[src/rtl/coons_patch_pole_grid_unit_defines.svh]
// assertion macros for the coons pole grid unit
// no dependencies; taken in by the top level only
`ifndef COONS_PATCH_POLE_GRID_UNIT_DEFINES_SVH
`define COONS_PATCH_POLE_GRID_UNIT_DEFINES_SVH

// same-cycle implication, quiet while reset is high
`define CPPG_ASSERT_NOW(label, clk, rst, ante, cons) \
  label: assert property (@(posedge clk) disable iff (rst) (ante) |-> (cons)) \
    else $error("cppg check failed");

// next-cycle implication, quiet while reset is high
`define CPPG_ASSERT_NEXT(label, clk, rst, ante, cons) \
  label: assert property (@(posedge clk) disable iff (rst) (ante) |=> (cons)) \
    else $error("cppg check failed");

`endif

[src/rtl/cppg_ram.sv]
// generic ram, one write port and two registered read ports
// no dependencies
module cppg_ram #(
  parameter int WIDTH = 8,
  parameter int DEPTH = 64
) (
  input  logic                     clk,
  input  logic                     we,
  input  logic [$clog2(DEPTH)-1:0] waddr,
  input  logic [WIDTH-1:0]         wdata,
  input  logic                     rd_en,
  input  logic [$clog2(DEPTH)-1:0] raddr_a,
  input  logic [$clog2(DEPTH)-1:0] raddr_b,
  output logic [WIDTH-1:0]         rdata_a,
  output logic [WIDTH-1:0]         rdata_b
);

  logic [WIDTH-1:0] mem [DEPTH];

  always_ff @(posedge clk) begin
    if (we) begin
      mem[waddr] <= wdata;
    end
    if (rd_en) begin
      rdata_a <= mem[raddr_a];
      rdata_b <= mem[raddr_b];
    end
  end

endmodule

[config.mk]
export PLATFORM = sky130hd
export DESIGN_NAME = cppg_ram
export DESIGN_NICKNAME = d
export VERILOG_FILES = /design/src/rtl/coons_patch_pole_grid_unit_defines.svh /design/src/rtl/cppg_ram.sv
export SDC_FILE = /design/constraint.sdc
export NUM_CORES = 1
export LEC_CHECK = 0
export CAP_MARGIN = 20
export CORE_MARGIN = 1
export CORE_UTILIZATION = 65
export DETAILED_ROUTE_END_ITERATION = 16
export DONT_BUFFER_PORTS = 1
export HOLD_SLACK_MARGIN = 0.05
export PLACE_DENSITY = 0.81
export SYNTH_ARGS = -nofsm -noshare
export SYNTH_HDL_FRONTEND = slang
export SYNTH_SLANG_ARGS = --single-unit
[constraint.sdc]
create_clock -name clk -period 5.7 [get_ports clk]
set_input_delay 0.855 -clock clk [delete_from_list [all_inputs] [get_ports clk]]
set_output_delay 0.855 -clock clk [all_outputs]
set_load 0.02 [all_outputs]
======== Yosys cells after proc, flatten, opt, wreduce, memory -nomap -nowiden ========
Memories as Yosys holds them, arrays and structs flattened. A register that Yosys moved wholly into a read port is not among the register bits.
Index checks and enable logic that the tools add are counted.
word-level totals
  logic and storage cells ................. 3
  input bits .............................. 29
  memory bits (writable) .................. 512
  register bits ........................... 0
  memories ................................ 1
  output and inout port bits .............. 16
operators by class
  multiplexer cells ....................... 2
memory list
  memory  depth  bits a word  rd ports  clocked after Yosys merged registers in  write ports  line            RTL
  mem     64     8            2         2                                        1            cppg_ram.sv:18  logic [WIDTH-1:0] mem [DEPTH];
operators by type and width
  operator  count
  $mux W1   2

======== Longest topological paths before layout ========
  word-level depth ........................ 2
  mapped depth ............................ 9
  depth with buffers taken out ............ 5

======== Least setup slack after synthesis ========
Ideal clock, no wire load.
  path kind ............................... input-to-reg
  from .................................... input port raddr_b[0]
  to ...................................... register rdata_b[4] (read register of mem) (data pin)
  path buffers ............................ 3
  arrival time ............................ 2552 ps
  setup slack ............................. 2894 ps
  stages .................................. 8
  library setup time ...................... 253 ps
  data required time ...................... 5447 ps
  cell sequence ........................... buf_2 -> buf_2 -> buf_4 -> mux4_2 -> a221oi_1 -> o21ai_0 -> nand3_1 -> nand2_1
RTL lines
  what             line            RTL
  start, declared  cppg_ram.sv:13  input logic [$clog2(DEPTH)-1:0] raddr_b,
  end, declared    cppg_ram.sv:15  output logic [WIDTH-1:0] rdata_b

======== Worst setup path after layout ========
  from .................................... input port we
  to ...................................... memory mem[40][1], enable pin
between the ends
  cells in the longest elaborated chain, start to end .. 2
ends and longest elaborated chain
  what                           line            RTL
  start, declared                cppg_ram.sv:8   input logic we,
  $mux W1                        cppg_ram.sv:21  if (we) begin
  $mux W1 (implied by the code)  cppg_ram.sv:22  mem[waddr] <= wdata;
  end, declared                  cppg_ram.sv:18
No other way between the ends.

==> out/metrics.csv <==
metric;value;unit
drt-total-wl;61.7;mm
r2r_slack;3.56;ns
max_stage_delay;0.98;ns
gp_congestion;0.879;
post-cts-setup-buffers;0;
synth-seq-area-share;0.649;
drt_first_pass_iters;6;
rsz0062_at_grt;no;
synthMuxAreaShare;0.277;
crit_path_cell_trace;nor2b_1, nand2_1, nor2_1;
dp_hpwl;35.6;mm
cp_data_required_time;5.92;ns
synth_top_family_by_area;multiplexers;
drv_cap;0;
portBuffers;0;
synthesis.area;0.0244;mm2
synth_ff_type;edfxtp_1;
cp-end-kind;flop;
grt_pass1_vias;13300;
grt-ovfl-total;0;
drt_iter0_markers;2019;
r2r_start;mem[48][6];
design.core.area;0.0368;mm2
htreeDepth;2;
outcome;finished clean;
critPathMaxFanout;8;
power.total;8.04;mW
layout_commonest_cell;edfxtp_1;
detail-route-antenna-nets;0;
synthDistinctLibCells;37;
max_clock_freq;440;MHz
clock_sinks;528;
ios;45;
yosysTopAreaCell;edfxtp_1;
finalNetCount;1206;
cp-start-kind;input port;
ys_async_sr_fraction;0;
synthCells;1211;
grt_pass1_wl;90.0;mm
vias;13200;
worst_pin_slew;1.16;ns
drc_errors;0;
synthAdderAreaFrac;0;
synth_edf_count;528;
period_share;0.399;
powerDensity;307;mW/mm2
min_to;mem[26][5];
grt.total_usage;0.336;
peakVddDrop;0.235;mV
syn_area_per_cell;20.2;um2
cts_tree;built;
ctsResizeCount;0;
max-slew-margin-rel;0.222;
crit_path_top_delay_cell;nor2_1;
synthDominantCellAreaShare;0.649;
grt_max_degree;127;
die_area;0.0384;mm2
synth-seq-cells;528;
setup_viol;0;
die_x;196;um
cts_buffer_depth;3;
die_h;196;um
rows;70;
numCtsBuffers;53;
yosys.area_share.simple;0.0267;
worstHoldPathType;input port to flop;
layout-drive-gt1-share;0.282;
clk_latency;0.60;ns
layout_common_cells;edfxtp_1 (528), mux4_2 (270), nor2_1 (75);
post-route-min-period;2.27;ns
clockRootBuffer;clkbuf_16;
worstHoldStart;wdata[5];
hold_viol;0;
path_class;input port to flop;
drv_slew;0;
route.detailed.vias_per_inst;7.83;
timing.critical_path.from;we;
crit_arrival;2.49;ns
syn_nets;1240;
synth_area_leaders;edfxtp_1 (65%), mux4_2 (25%), mux2i_1 (2.7%), nor2_1 (1.2%), buf_2 (0.63%);
p_leak;8.07;nW
setup_tns;0;ns
synthToLayoutAreaGrowth;7.21;%
min_path_cells;0;
ys.warnings.count;0;
rr_worst_depth;4;
cts_hold_buf;0;
wire_per_inst;36.6;um
r2r-end;rdata_a[6];
clk_pin_slew;0.06;ns
start_util;0.664;
diodes;0;
antenna_found_initial;2;
synth_xor_area_frac;0;
synth-compound-area-share;0.0279;
finClkSkew;0.0231;ns
-- layout make-up --
| class | count | area (um2) |
|---|---|---|
| clock buffer | 72 | 1440 |
| multi-input combinational | 587 | 8110 |
| clock inverter | 22 | 151 |
| tap | 468 | 586 |
| fill | 2197 | 10600 |
| timing repair buffer | 4 | 45.0 |
| inverter | 3 | 11.3 |
| sequential | 528 | 15900 |
-- where the power goes --
group / internal, mW / total [mW] / switching, mW
logic: 0.244 / 0.421 / 0.178
registers: 4.31 / 4.35 / 0.0331
clock network: 1.85 / 3.27 / 1.43
total: 6.40 / 8.04 / 1.64
-- logic make-up after synthesis --
logic type	after synthesis
buf+inv	96
compound gates	100
mux	338
flops	528
simple gates	149
-- layer usage --
metal / track usage / wire, um / share of wire
met5: 0 / 12 / 0.00019
met4: 0.130 / 2320 / 0.038
met3: 0.0784 / 7940 / 0.13
met2: 0.509 / 29400 / 0.48
met1: 0.486 / 21900 / 0.36
-- flip-flops by register name, indices dropped and copies added (netlist names) --
| register | flops |
|---|---|
| rdata_a | 8 |
| mem | 512 |
| rdata_b | 8 |
-- critical path: cells and delay by family --
family | cells | cell delay, ns
AND/OR/NAND/NOR | 3 | 1.63
-- worst max-delay path by stage --
stage | endpoint | slack, ns | depth (start not counted)
4_1_cts | mem[27][0] | 3.46 | 3
2_1_floorplan | rdata_b[4] | 2.89 | 8
3_5_place_dp | mem[27][6] | 2.84 | 3
5_1_grt | mem[6][0] | 3.36 | 3
3_3_place_gp | mem[6][0] | 2.90 | 3
6_report | mem[40][1] | 3.43 | 3
-- metrics by stage --
step	utilization	setup slack, ns	std cells	hold slack, ns	instance area (um2)
after floorplan	-	2.89	1211	0.840	24400
after global placement	0.668	2.90	1586	0.954	24600
after detailed placement	0.668	2.84	1586	0.957	24600
after CTS	0.711	3.46	1680	0.333	26200
after global routing	0.712	3.36	1684	0.340	26200
final	0.712	3.43	1684	0.348	26200
-- Yosys cell counts, types with 10 or more instances --
cell type and instances:
mux4_2 270, a21oi_1 10, o22ai_1 20, buf_4 12, edfxtp_1 528, a22oi_1 14, buf_2 31, mux2i_1 66
nand2_1 28, o21ai_0 17, nand3_1 20, buf_1 11, nor2_1 75, clkbuf_1 34
Power figures use the tool's default switching activity.
